File: src/rtl/i2c_master_register_access_unit_macros.svh
// Assertion macros for the I2C register access unit.
`ifndef I2C_MASTER_REGISTER_ACCESS_UNIT_MACROS_SVH
`define I2C_MASTER_REGISTER_ACCESS_UNIT_MACROS_SVH

`ifndef SYNTHESIS
// Same-cycle implication, sampled on clk, off during reset.
`define I2CRA_ASSERT_IMP(lbl, ante, cons, msg) \
  lbl: assert property (@(posedge clk) disable iff (!rst_n) (ante) |-> (cons)) \
    else $error(msg);
// Next-cycle implication, sampled on clk, off during reset.
`define I2CRA_ASSERT_NXT(lbl, ante, cons, msg) \
  lbl: assert property (@(posedge clk) disable iff (!rst_n) (ante) |=> (cons)) \
    else $error(msg);
`else
`define I2CRA_ASSERT_IMP(lbl, ante, cons, msg)
`define I2CRA_ASSERT_NXT(lbl, ante, cons, msg)
`endif

`endif

File: src/rtl/i2cra_pkg.sv
// Types and constants shared by the I2C register access unit.
package i2cra_pkg;

  localparam int CFG_W     = 10;
  localparam int CFG_IDX_W = 2;

  localparam logic [CFG_W-1:0] HALF_PERIOD_RST = 10'd6;
  localparam logic [CFG_W-1:0] SETUP_RST       = 10'd5;

  localparam logic [CFG_IDX_W-1:0] REG_HALF_PERIOD = 2'd0;
  localparam logic [CFG_IDX_W-1:0] REG_SETUP       = 2'd1;

  localparam logic [1:0] FUNC_TICK  = 2'd0;
  localparam logic [1:0] FUNC_READ  = 2'd1;
  localparam logic [1:0] FUNC_WRITE = 2'd2;

  // Byte position within a transaction
  localparam logic [2:0] STEP_DEV   = 3'd0;
  localparam logic [2:0] STEP_REG   = 3'd1;
  localparam logic [2:0] STEP_LO    = 3'd2;
  localparam logic [2:0] STEP_HI    = 3'd3;
  localparam logic [2:0] STEP_RD_HI = 3'd4;

  typedef enum logic [3:0] {
    PH_IDLE, PH_START_A, PH_START_B, PH_W_LOW, PH_W_SET, PH_W_HIGH,
    PH_WA_LOW, PH_WA_REL, PH_WA_HIGH, PH_R_LOW, PH_R_HIGH,
    PH_RA_LOW, PH_RA_SET, PH_RA_HIGH, PH_STOP_A, PH_STOP_B
  } phase_t;

  typedef struct packed {
    logic [1:0]  func;
    logic [7:0]  dev_addr;
    logic [7:0]  reg_addr;
    logic [15:0] wdata;
    logic        is_word;
    logic        sda_in;
  } in_item_t;

  typedef struct packed {
    logic        scl_level;
    logic        sda_pull_low;
    logic        busy_res;
    logic        done_res;
    logic        nack_error;
    logic [15:0] rdata;
  } out_item_t;

  typedef struct packed {
    logic        start;
    logic        is_read;
    logic [7:0]  dev_addr;
    logic [7:0]  reg_addr;
    logic [15:0] wdata;
    logic        is_word;
    logic        sda_in;
  } cmd_t;

  typedef struct packed {
    logic        is_read;
    logic        is_word;
    logic [7:0]  dev_addr;
    logic [7:0]  reg_addr;
    logic [15:0] wdata;
  } held_t;

endpackage

File: src/rtl/i2cra_fifo.sv
// Small generic register queue.
module i2cra_fifo #(
  parameter int WIDTH = 8,
  parameter int DEPTH = 2
) (
  input  logic             clk,
  input  logic             rst_n,
  input  logic             push,
  input  logic [WIDTH-1:0] din,
  output logic             full,
  input  logic             pop,
  output logic [WIDTH-1:0] dout,
  output logic             empty
);

  localparam int AW = (DEPTH > 1) ? $clog2(DEPTH) : 1;
  localparam int CW = $clog2(DEPTH + 1);

  logic [WIDTH-1:0] mem_r [DEPTH];
  logic [AW-1:0]    wr_ptr_r, wr_ptr_nxt;
  logic [AW-1:0]    rd_ptr_r, rd_ptr_nxt;
  logic [CW-1:0]    cnt_r, cnt_nxt;
  logic             do_push, do_pop;

  assign full    = (cnt_r == CW'(DEPTH));
  assign empty   = (cnt_r == '0);
  assign do_push = push && !full;
  assign do_pop  = pop && !empty;
  assign dout    = mem_r[rd_ptr_r];

  always_comb begin
    wr_ptr_nxt = wr_ptr_r;
    rd_ptr_nxt = rd_ptr_r;
    cnt_nxt    = cnt_r;
    if (do_push) begin
      wr_ptr_nxt = (wr_ptr_r == AW'(DEPTH - 1)) ? '0 : wr_ptr_r + 1'b1;
    end
    if (do_pop) begin
      rd_ptr_nxt = (rd_ptr_r == AW'(DEPTH - 1)) ? '0 : rd_ptr_r + 1'b1;
    end
    case ({do_push, do_pop})
      2'b10:   cnt_nxt = cnt_r + 1'b1;
      2'b01:   cnt_nxt = cnt_r - 1'b1;
      default: cnt_nxt = cnt_r;
    endcase
  end

  always_ff @(posedge clk) begin
    if (!rst_n) begin
      wr_ptr_r <= '0;
      rd_ptr_r <= '0;
      cnt_r    <= '0;
    end else begin
      wr_ptr_r <= wr_ptr_nxt;
      rd_ptr_r <= rd_ptr_nxt;
      cnt_r    <= cnt_nxt;
    end
  end

  always_ff @(posedge clk) begin
    if (do_push) begin
      mem_r[wr_ptr_r] <= din;
    end
  end

endmodule

File: src/rtl/i2cra_front.sv
// Front end: decodes the function code and queues ticks for the engine.
module i2cra_front
  import i2cra_pkg::*;
#(
  parameter int DEPTH = 2
) (
  input  logic     clk,
  input  logic     rst_n,
  input  logic     in_push,
  output logic     in_full,
  input  in_item_t in_data,
  input  logic     cmd_pop,
  output cmd_t     cmd,
  output logic     cmd_empty
);

  cmd_t cmd_in;

  always_comb begin
    cmd_in.start    = (in_data.func == FUNC_READ) || (in_data.func == FUNC_WRITE);
    cmd_in.is_read  = (in_data.func == FUNC_READ);
    cmd_in.dev_addr = in_data.dev_addr;
    cmd_in.reg_addr = in_data.reg_addr;
    cmd_in.wdata    = in_data.wdata;
    cmd_in.is_word  = in_data.is_word;
    cmd_in.sda_in   = in_data.sda_in;
  end

  i2cra_fifo #(
    .WIDTH ($bits(cmd_t)),
    .DEPTH (DEPTH)
  ) u_cmd_q (
    .clk   (clk),
    .rst_n (rst_n),
    .push  (in_push),
    .din   (cmd_in),
    .full  (in_full),
    .pop   (cmd_pop),
    .dout  (cmd),
    .empty (cmd_empty)
  );

endmodule

File: src/rtl/i2cra_engine.sv
// Back end: bus sequencer, advances one tick per queued command.
module i2cra_engine
  import i2cra_pkg::*;
#(
  parameter int DELAY_BITS = 10
) (
  input  logic                 clk,
  input  logic                 rst_n,
  input  logic                 cfg_we,
  input  logic [CFG_IDX_W-1:0] cfg_idx,
  input  logic [CFG_W-1:0]     cfg_wdata,
  input  cmd_t                 cmd,
  input  logic                 cmd_empty,
  output logic                 cmd_pop,
  output out_item_t            res,
  output logic                 res_push,
  input  logic                 res_full
);

  localparam int TW = ((DELAY_BITS > CFG_W) ? DELAY_BITS : CFG_W) + 1;
  localparam logic [CFG_W-1:0] DMASK =
    (DELAY_BITS >= CFG_W) ? {CFG_W{1'b1}} : CFG_W'((1 << DELAY_BITS) - 1);

  logic [CFG_W-1:0]      half_r, setup_r;
  phase_t                phase_r, phase_nxt;
  logic [DELAY_BITS-1:0] tick_r, tick_nxt;
  logic [2:0]            bit_r, bit_nxt;
  logic [2:0]            bstep_r, bstep_nxt;
  logic [7:0]            shift_r, shift_nxt;
  held_t                 held_r, held_nxt;
  logic [15:0]           rv_r, rv_nxt;
  logic                  scl_r, scl_nxt;
  logic                  sda_r, sda_nxt;

  logic             step;
  logic             busy, done, nack;
  logic             line_scl, line_sda;
  logic [CFG_W-1:0] seg_raw;
  logic [TW-1:0]    seg_len;
  logic             load_wr, load_rd;
  logic [7:0]       wr_byte;

  assign step     = !cmd_empty && !res_full;
  assign cmd_pop  = step;
  assign res_push = step;

  always_comb begin
    phase_nxt = phase_r;
    tick_nxt  = tick_r;
    bit_nxt   = bit_r;
    bstep_nxt = bstep_r;
    shift_nxt = shift_r;
    held_nxt  = held_r;
    rv_nxt    = rv_r;
    scl_nxt   = scl_r;
    sda_nxt   = sda_r;
    busy      = 1'b0;
    done      = 1'b0;
    nack      = 1'b0;
    load_wr   = 1'b0;
    load_rd   = 1'b0;
    wr_byte   = '0;
    seg_raw   = '0;
    seg_len   = '0;

    if (phase_r == PH_IDLE && cmd.start) begin
      held_nxt.is_read  = cmd.is_read;
      held_nxt.is_word  = cmd.is_word;
      held_nxt.dev_addr = cmd.dev_addr;
      held_nxt.reg_addr = cmd.reg_addr;
      held_nxt.wdata    = cmd.wdata;
      bstep_nxt = STEP_DEV;
      phase_nxt = PH_START_A;
      tick_nxt  = '0;
      scl_nxt   = 1'b1;
      sda_nxt   = 1'b0;
    end

    line_scl = scl_nxt;
    line_sda = sda_nxt;

    if (phase_nxt != PH_IDLE) begin
      busy = 1'b1;
      if (phase_nxt inside {PH_START_B, PH_W_SET, PH_RA_SET, PH_STOP_B}) begin
        seg_raw = setup_r;
      end else begin
        seg_raw = half_r;
      end
      seg_len = (seg_raw == '0) ? TW'(1) : TW'(seg_raw);
      if (TW'(tick_nxt) + TW'(1) < seg_len) begin
        tick_nxt = tick_nxt + 1'b1;
      end else begin
        tick_nxt = '0;
        case (phase_nxt)
          PH_START_A: begin
            phase_nxt = PH_START_B;
            scl_nxt   = 1'b1;
            sda_nxt   = 1'b1;
          end
          PH_START_B: begin
            load_wr = 1'b1;
            wr_byte = (bstep_nxt == STEP_DEV) ? {held_nxt.dev_addr[7:1], 1'b0}
                                              : {held_nxt.dev_addr[7:1], 1'b1};
          end
          PH_W_LOW: begin
            phase_nxt = PH_W_SET;
            scl_nxt   = 1'b0;
            sda_nxt   = ~shift_nxt[bit_nxt];
          end
          PH_W_SET: begin
            phase_nxt = PH_W_HIGH;
            scl_nxt   = 1'b1;
          end
          PH_W_HIGH: begin
            scl_nxt = 1'b0;
            if (bit_nxt == '0) begin
              phase_nxt = PH_WA_LOW;
            end else begin
              bit_nxt   = bit_nxt - 1'b1;
              phase_nxt = PH_W_LOW;
            end
          end
          PH_WA_LOW: begin
            phase_nxt = PH_WA_REL;
            scl_nxt   = 1'b0;
            sda_nxt   = 1'b0;
          end
          PH_WA_REL: begin
            phase_nxt = PH_WA_HIGH;
            scl_nxt   = 1'b1;
            sda_nxt   = 1'b0;
          end
          PH_WA_HIGH: begin
            if (cmd.sda_in) begin
              done      = 1'b1;
              nack      = 1'b1;
              phase_nxt = PH_IDLE;
            end else if (bstep_nxt == STEP_DEV) begin
              bstep_nxt = STEP_REG;
              load_wr   = 1'b1;
              wr_byte   = held_nxt.reg_addr;
            end else if (held_nxt.is_read) begin
              if (bstep_nxt == STEP_REG) begin
                bstep_nxt = STEP_LO;
                phase_nxt = PH_START_A;
                scl_nxt   = 1'b1;
                sda_nxt   = 1'b0;
              end else begin
                bstep_nxt = STEP_HI;
                load_rd   = 1'b1;
              end
            end else if (bstep_nxt == STEP_REG) begin
              bstep_nxt = STEP_LO;
              load_wr   = 1'b1;
              wr_byte   = held_nxt.wdata[7:0];
            end else if (bstep_nxt == STEP_LO && held_nxt.is_word) begin
              bstep_nxt = STEP_HI;
              load_wr   = 1'b1;
              wr_byte   = held_nxt.wdata[15:8];
            end else begin
              phase_nxt = PH_STOP_A;
              scl_nxt   = 1'b1;
              sda_nxt   = 1'b1;
            end
          end
          PH_R_LOW: begin
            phase_nxt = PH_R_HIGH;
            scl_nxt   = 1'b1;
            sda_nxt   = 1'b0;
          end
          PH_R_HIGH: begin
            shift_nxt = {shift_nxt[6:0], cmd.sda_in};
            scl_nxt   = 1'b0;
            sda_nxt   = 1'b0;
            if (bit_nxt == '0) begin
              phase_nxt = PH_RA_LOW;
            end else begin
              bit_nxt   = bit_nxt - 1'b1;
              phase_nxt = PH_R_LOW;
            end
          end
          PH_RA_LOW: begin
            phase_nxt = PH_RA_SET;
            scl_nxt   = 1'b0;
            sda_nxt   = 1'b1;
          end
          PH_RA_SET: begin
            phase_nxt = PH_RA_HIGH;
            scl_nxt   = 1'b1;
            sda_nxt   = 1'b1;
          end
          PH_RA_HIGH: begin
            if (bstep_nxt == STEP_HI) begin
              rv_nxt = {8'h00, shift_nxt};
            end else begin
              rv_nxt = {shift_nxt, rv_nxt[7:0]};
            end
            if (bstep_nxt == STEP_HI && held_nxt.is_word) begin
              bstep_nxt = STEP_RD_HI;
              load_rd   = 1'b1;
            end else begin
              phase_nxt = PH_STOP_A;
              scl_nxt   = 1'b1;
              sda_nxt   = 1'b1;
            end
          end
          PH_STOP_A: begin
            phase_nxt = PH_STOP_B;
            scl_nxt   = 1'b1;
            sda_nxt   = 1'b0;
          end
          default: begin
            done      = 1'b1;
            phase_nxt = PH_IDLE;
          end
        endcase

        if (load_wr) begin
          shift_nxt = wr_byte;
          bit_nxt   = 3'd7;
          phase_nxt = PH_W_LOW;
          scl_nxt   = 1'b0;
        end
        if (load_rd) begin
          shift_nxt = '0;
          bit_nxt   = 3'd7;
          phase_nxt = PH_R_LOW;
          scl_nxt   = 1'b0;
          sda_nxt   = 1'b0;
        end
      end
    end

    res.scl_level    = line_scl;
    res.sda_pull_low = line_sda;
    res.busy_res     = busy;
    res.done_res     = done;
    res.nack_error   = nack;
    res.rdata        = rv_nxt;
  end

  always_ff @(posedge clk) begin
    if (!rst_n) begin
      half_r  <= HALF_PERIOD_RST;
      setup_r <= SETUP_RST;
      phase_r <= PH_IDLE;
      tick_r  <= '0;
      bit_r   <= '0;
      bstep_r <= STEP_DEV;
      shift_r <= '0;
      held_r  <= '0;
      rv_r    <= '0;
      scl_r   <= 1'b1;
      sda_r   <= 1'b0;
    end else begin
      if (cfg_we) begin
        case (cfg_idx)
          REG_HALF_PERIOD: half_r  <= cfg_wdata & DMASK;
          REG_SETUP:       setup_r <= cfg_wdata & DMASK;
          default: ;
        endcase
      end
      if (step) begin
        phase_r <= phase_nxt;
        tick_r  <= tick_nxt;
        bit_r   <= bit_nxt;
        bstep_r <= bstep_nxt;
        shift_r <= shift_nxt;
        held_r  <= held_nxt;
        rv_r    <= rv_nxt;
        scl_r   <= scl_nxt;
        sda_r   <= sda_nxt;
      end
    end
  end

endmodule

File: src/rtl/i2c_master_register_access_unit.sv
// Top level of the I2C register access unit: front queue, engine, result queue.
//
//   channel  | handshake          | payload
//   ---------+--------------------+-------------------------------
//   in_      | in_push / in_full  | in_data  (func, addrs, wdata, sda_in)
//   out_     | out_pop / out_empty| out_data (bus levels, status, rdata)
//   cfg_     | cfg_we             | cfg_idx, cfg_wdata
//
// One bus tick per clock sustained while the engine does not stall; a result
// reaches the out_ ports through a registered path and is popped from there
// (command queue, then engine step into result queue).
// Synchronous reset; timing registers come up at 6 and 5 ticks.
// in_full rises only when the command queue holds CMD_DEPTH ticks; the engine
// stalls only when the command queue is empty or the result queue is full.
`include "i2c_master_register_access_unit_macros.svh"

module i2c_master_register_access_unit
  import i2cra_pkg::*;
#(
  parameter int DELAY_BITS = 10,
  parameter int CMD_DEPTH  = 2,
  parameter int RES_DEPTH  = 2
) (
  input  logic                 clk,
  input  logic                 rst_n,
  input  logic                 in_push,
  output logic                 in_full,
  input  in_item_t             in_data,
  input  logic                 out_pop,
  output logic                 out_empty,
  output out_item_t            out_data,
  input  logic                 cfg_we,
  input  logic [CFG_IDX_W-1:0] cfg_idx,
  input  logic [CFG_W-1:0]     cfg_wdata
);

  cmd_t      cmd;
  logic      cmd_empty;
  logic      cmd_pop;
  out_item_t eng_res;
  logic      eng_push;
  logic      res_full;

  i2cra_front #(
    .DEPTH (CMD_DEPTH)
  ) u_front (
    .clk       (clk),
    .rst_n     (rst_n),
    .in_push   (in_push),
    .in_full   (in_full),
    .in_data   (in_data),
    .cmd_pop   (cmd_pop),
    .cmd       (cmd),
    .cmd_empty (cmd_empty)
  );

  i2cra_engine #(
    .DELAY_BITS (DELAY_BITS)
  ) u_engine (
    .clk       (clk),
    .rst_n     (rst_n),
    .cfg_we    (cfg_we),
    .cfg_idx   (cfg_idx),
    .cfg_wdata (cfg_wdata),
    .cmd       (cmd),
    .cmd_empty (cmd_empty),
    .cmd_pop   (cmd_pop),
    .res       (eng_res),
    .res_push  (eng_push),
    .res_full  (res_full)
  );

  i2cra_fifo #(
    .WIDTH ($bits(out_item_t)),
    .DEPTH (RES_DEPTH)
  ) u_res_q (
    .clk   (clk),
    .rst_n (rst_n),
    .push  (eng_push),
    .din   (eng_res),
    .full  (res_full),
    .pop   (out_pop),
    .dout  (out_data),
    .empty (out_empty)
  );

  `I2CRA_ASSERT_IMP(a_res_no_overflow, eng_push, !res_full, "result queue overflow")
  `I2CRA_ASSERT_IMP(a_done_busy, eng_push && eng_res.done_res, eng_res.busy_res, "done without busy")
  `I2CRA_ASSERT_IMP(a_nack_done, eng_push && eng_res.nack_error, eng_res.done_res, "nack without done")
  `I2CRA_ASSERT_NXT(a_cmd_queued, in_push && !in_full, !cmd_empty, "accepted tick not queued")

endmodule
File: config.mk
export PLATFORM = sky130hd
export DESIGN_NAME = i2c_master_register_access_unit
export DESIGN_NICKNAME = d
export VERILOG_FILES = /design/src/rtl/i2cra_pkg.sv /design/src/rtl/i2cra_fifo.sv /design/src/rtl/i2cra_front.sv /design/src/rtl/i2cra_engine.sv /design/src/rtl/i2c_master_register_access_unit.sv
export VERILOG_INCLUDE_DIRS = /design/src /design/src/rtl
export SDC_FILE = /design/constraint.sdc
export NUM_CORES = 1
export LEC_CHECK = 0
export ABC_AREA = 1
export BUFFER_PORTS_ARGS = -buffer_cell sky130_fd_sc_hd__clkbuf_2
export CORE_MARGIN = 1
export CORE_UTILIZATION = 34
export DETAILED_ROUTE_END_ITERATION = 6
export PLACE_DENSITY = 0.47
export SLEW_MARGIN = 20
export SYNTH_ARGS = -nofsm -noshare
export SYNTH_HDL_FRONTEND = slang
export SYNTH_HIERARCHICAL = 1
export SYNTH_SLANG_ARGS = --single-unit
File: constraint.sdc
create_clock -name clk -period 6.7 [get_ports clk]
set_input_delay 0 -clock clk [delete_from_list [all_inputs] [get_ports clk]]
set_output_delay 0 -clock clk [all_outputs]
set_load 0.05 [all_outputs]
After elaboration in Yosys (flattened, before gate mapping)
Memory sizes are Yosys's and may differ from the RTL's. A register that Yosys moved wholly into a read port is not among the register bits.
Index checks and enable logic that the tools add are counted.

operators by class
  $lt $le $gt $ge = 2
  bitwise logic cells = 2
  muxes and demuxes = 116
  reductions and logical operators = 37
  add/subtract/negate cells = 11
  eq/ne operators = 28

operators by type and width
  operator               number
  $mux 16                4
  $mux 8                 8
  $mux 10                6
  $mux 1                 59
  $pmux 4 s14            1
  $mux 4                 12
  $mux 3                 14
  $mux 34                1
  $eq 4x4->1 const B     8
  $eq 4x3->1 const B     4
  $pmux 8 s2             1
  $reduce_or 13->1       1
  $add 10x1->11 const B  1
  $lt 11x11->1           1
  $add 10x1->10 const B  1
  $eq 2x2->1 const B     5
  $logic_not 10->1       1
  $reduce_or 5->1        2
  $eq 2x1->1 const B     4
  $eq 4x2->1 const B     2
  $logic_and 1x1->1      8
  $pmux 2 s2             2
  $reduce_bool 4->1      2
  $eq 3x2->1 const B     2
  28 further kinds       46

word-level totals
  word-level logic and storage cells = 220
  memory bits (writable) = 114
  input port bits = 53
  flip-flop bits (word level) = 108
  memories = 2

memories
  name                   depth  bits a word  read ports  clocked after Yosys merged registers in  write ports  line              source
  u_front.u_cmd_q.mem_r  2      36           1           1                                        1            i2cra_fifo.sv:19  logic [WIDTH-1:0] mem_r [DEPTH];
  u_res_q.mem_r          2      21           1           1                                        1            i2cra_fifo.sv:19

Longest topological paths before layout
  depth in word-level cells = 17
  gate-level depth with buffers = 26
  depth with buffers taken out = 22

By module
The synthesis kept the hierarchy.

modules (own cells, without submodules)
  module                         area an instance (um^2)  instances  cells an instance
  i2cra_engine                   6622.6                   1          1085
  i2cra_fifo at u_front.u_cmd_q  3000.4                   1          152
  i2cra_fifo at u_res_q          1784.2                   1          105
  i2cra_front                    20.0                     1          3

Worst setup path after synthesis
Ideal clock, no wire load.

  path type = register to register
  start = reg with a tool-made name
  end = mem u_res_q/mem_r[0][16] in the netlist's numbering, data pin
  stages on the path, launching flop included = 25
  path buffers = 6
  clock period less this slack = 4.032 ns
  required time = 6.448 ns
  arrival time = 3.780 ns
  slack = 2.668 ns
  cells stage by stage = dfxtp_1 -> buf_6 -> buf_12 -> mux2_4 -> nand4_4 -> buf_6 -> clkbuf_1 -> nand2_1 -> inv_1 -> ha_1 -> inv_1 -> nor2_1 -> nand3_2 -> xor2_1 -> ha_1 -> a21oi_1 -> o21ai_0 -> a21oi_1 -> o21bai_1 -> a211oi_4 -> nand2_4 -> inv_4 -> buf_6 -> nor2_1 -> buf_4

RTL lines
  item       line
  to (decl)  i2cra_fifo.sv:19

==> run_results.csv <==
group,metric,value,unit
grt,antenna_found_initial,0,
synthesis,synth_area,11400,um^2
clocking,insertion_delay,0.54,ns
critical_path,criticalPathCategory,"reg2reg",
critical_path,endpoint_kind,"flip-flop",
sta,hold_viol_final,0,
synthesis,syn-num-nets,1410,
critical_path,reg2reg_depth,19,
routing,drt_iter0_drc,561,
critical_path,cp.arrival,4.50,ns
pwr,power_density,478,nW/um^2
clocking,clk_pin_slew,0.06,ns
synthesis,syn_inst,1342,
clocking,h-tree-depth,1,
grt,grt_pass1_vias,8428,
hold_path,hp-start,"rst_n",
cells_and_area,n_antenna_cell,0,
routing,firstDrtPassIters,5,
die,row_count,66,
sta,worstMarginPinSlew,0.949,ns
synthesis,synth_area_per_cell,8.46,um^2
clocking,numClockSinks,221,
grt,grt_pass1_wl,43.5,mm
sta,drv_slew,0,
critical_path,cp_common_cell,"nand2_1",
place,place.detailed.hpwl,17.9,mm
clocking,cts-root-buf,"clkbuf_16",
place,place_area,12000,um^2
clocking,cts_buffer_depth,3,
sta,clock_skew,0.0290,ns
sta,slew_headroom,0.366,
grt,grtUsageTotal,0.160,
grt,grt-ovfl-total,0,
job,drv_cap,0,
sta,rsz0062_at_grt,"false",
critical_path,path_cells,"nor2_2, nand4_4, nand2_1, inv_1, ha_1, inv_1, nor2_1, nand3_2, xor2_1, ha_1, a21oi_1, o21ai_0, a21oi_1, o21bai_1, a211oi_4, nand2_4, inv_4, nand2_1, nand2_1",
sta,whs,0.0529,ns
routing,wire_per_inst,14.0,um
critical_path,critPathRequiredTime,7.08,ns
routing,drt_wl_total,26.7,mm
critical_path,cpMaxStageDelayCell,"dfxtp_1",
cells_and_area,areaGrowthSynthToFinish,17.5,%
status,status,"complete, no violations",
sta,fmax,243,MHz
clocking,cts_tree,"built",
sta,period_share,0.615,
critical_path,rrSetupSlack,2.58,ns
routing,drc,0,
cells_and_area,nFillCells,3378,
die,die_area,34100,um^2
routing,antenna_left,0,
die,core,32700,um^2
place,port-buffer-count,74,
grt,grt_start_max_net_pins,62,
hold_path,worstHoldEndpoint,"u_front/u_cmd_q/wr_ptr_r$_SDFFE_PN0N_",
critical_path,worstSetupStartpointType,"flip-flop",
pwr,ir_worst_vdd,243,uV
die,io_pins,76,
cells_and_area,nets,1509,
critical_path,crit_fanout,37,
critical_path,worstReg2RegEnd,"u_res_q/mem_r[1][13]$_DFFE_PP_",
cells_and_area,final_area,13300,um^2
sta,setup_viol,0,
critical_path,reg2reg_from,"u_engine/phase_r[2]$_SDFFE_PN0P_",
die,start_util,0.347,
synthesis,ys_warn_count,6,
clocking,numCtsBuffers,26,
pwr,leakage,5.81,nW
sta,final.setup.worst_slack,2.58,ns
clocking,cts.repair.resized,0,
routing,vias,8934,
hold_path,hold_path_depth,4,
die,die_height,185,um
sta,period_needed,4.12,ns
hold_path,hold_path.class,"in2reg",
routing,vias_per_cell,4.69,
cells_and_area,layout-drive-gt1-share,0.158,
die,die_w,185,um
place,post-place-ws,2.55,ns
sta,fin_tns_setup,0,ns
place,globalplace.congestion,0.839,
critical_path,cp_slowest_stage_delay,0.41,ns
-- placed cells by master (no fill, tap or decap), types with 2 or more instances in the layout --
cell and count:
a22oi_1 9, dfxtp_1 108, clkbuf_2 74, or2_2 13
nor2_4 6, clkbuf_16 26, mux2_4 29, o21a_1 4
clkinv_1 4, inv_1 173, nor2_1 97, clkbuf_1 10
nor3_1 8, xor2_1 6, bufinv_16 3, o22ai_1 8
o21bai_1 2, edfxtp_1 112, nand3_2 2, nand2_1 307
nand2_2 10, nand2_4 3, buf_4 12, a21oi_1 84
nand3_1 56, ha_1 15, dlygate4sd3_1 50, nor2_2 8
and3_1 2, mux2_2 27, o21ai_0 129, inv_2 7
nand4_1 11, a31oi_1 8, o211ai_1 13, o21ai_1 8
-- registers in the layout, summed over array words and instances, names as in the netlist, named ones only --
signal and flops:
u_engine/scl_r 1, u_engine/half_r 10, u_front/u_cmd_q/cnt_r 2, u_front/u_cmd_q/wr_ptr_r 1, u_engine/tick_r 10, u_engine/bit_r 3, u_engine/sda_r 1, u_engine/shift_r 8
u_front/u_cmd_q/mem_r 70, u_engine/rv_r 16, u_engine/phase_r 4, u_engine/setup_r 10, u_front/u_cmd_q/rd_ptr_r 1, u_engine/bstep_r 3, u_res_q/rd_ptr_r 1, u_res_q/wr_ptr_r 1
u_res_q/cnt_r 2, u_res_q/mem_r 42, u_engine/held_r 33
-- report_power, final --
group	leakage, nW	total [mW]	switching, mW	internal, mW
clock	0.404	1.40	0.552	0.845
sequential	1.94	2.01	0.152	1.86
combinational	3.47	2.97	2.04	0.930
total	5.81	6.38	2.74	3.63
-- timing repair --
item | in CTS | in global routing
hold endpoints to repair | 93 | 0
setup endpoints to repair | 0 | 0
hold buffers | 50 | 0
buffers inserted | 0 | 0
-- stage by stage --
step | std cells | power [mW] | util
after floorplan | 1342 | 4.40 | -
after global placement | 1805 | 5.00 | 0.367
after detailed placement | 1805 | 5.02 | 0.367
after CTS | 1903 | 6.47 | 0.408
after global routing | 1903 | 6.90 | 0.408
final | 1903 | 6.38 | 0.408
-- layout make-up --
| type | count | area, um^2 | share of cell area |
|---|---|---|---|
| sequential | 221 | 5550 | 0.416 |
| multi-input combinational | 875 | 4750 | 0.356 |
| timing repair buffer | 136 | 961 | 0.0721 |
| clock buffer | 37 | 702 | 0.0526 |
| inverter | 181 | 682 | 0.0511 |
| tap | 442 | 553 | 0.0415 |
| clock inverter | 11 | 143 | 0.0107 |
-- worst max-delay path: cells and delay by family, from the launching register on --
kind | cells | cell delay [ns]
xor+xnor | 1 | 0.21
compound gates | 5 | 0.90
simple gates | 8 | 1.47
flops | 1 | 0.41
fa+ha+maj | 2 | 0.49
buf+inv | 3 | 0.47
-- layer usage --
layer	routed length [um]	GRT usage	vias to the layer above
met4	610	0.0413	0
met1	13000	0.218	4097
met2	12200	0.267	164
li1	-	-	4638
met3	871	0.0180	35
met5	0	0	-
-- how the worst max path moves through the flow --
stage / start / to / cells after the start
floorplan: flip-flop / u_res_q/mem_r[0][16]$_DFFE_PP_ / 24
global placement: u_engine/phase_r[2]$_SDFFE_PN0P_ / u_res_q/mem_r[0][9]$_DFFE_PP_ / 19
detailed placement: u_engine/phase_r[2]$_SDFFE_PN0P_ / u_res_q/mem_r[1][9]$_DFFE_PP_ / 19
CTS: u_engine/phase_r[2]$_SDFFE_PN0P_ / u_res_q/mem_r[0][9]$_DFFE_PP_ / 19
global route: u_engine/phase_r[2]$_SDFFE_PN0P_ / u_res_q/mem_r[0][9]$_DFFE_PP_ / 19
finish: u_engine/phase_r[2]$_SDFFE_PN0P_ / u_res_q/mem_r[1][13]$_DFFE_PP_ / 19
Note: power is estimated with default switching activity, not from simulation.
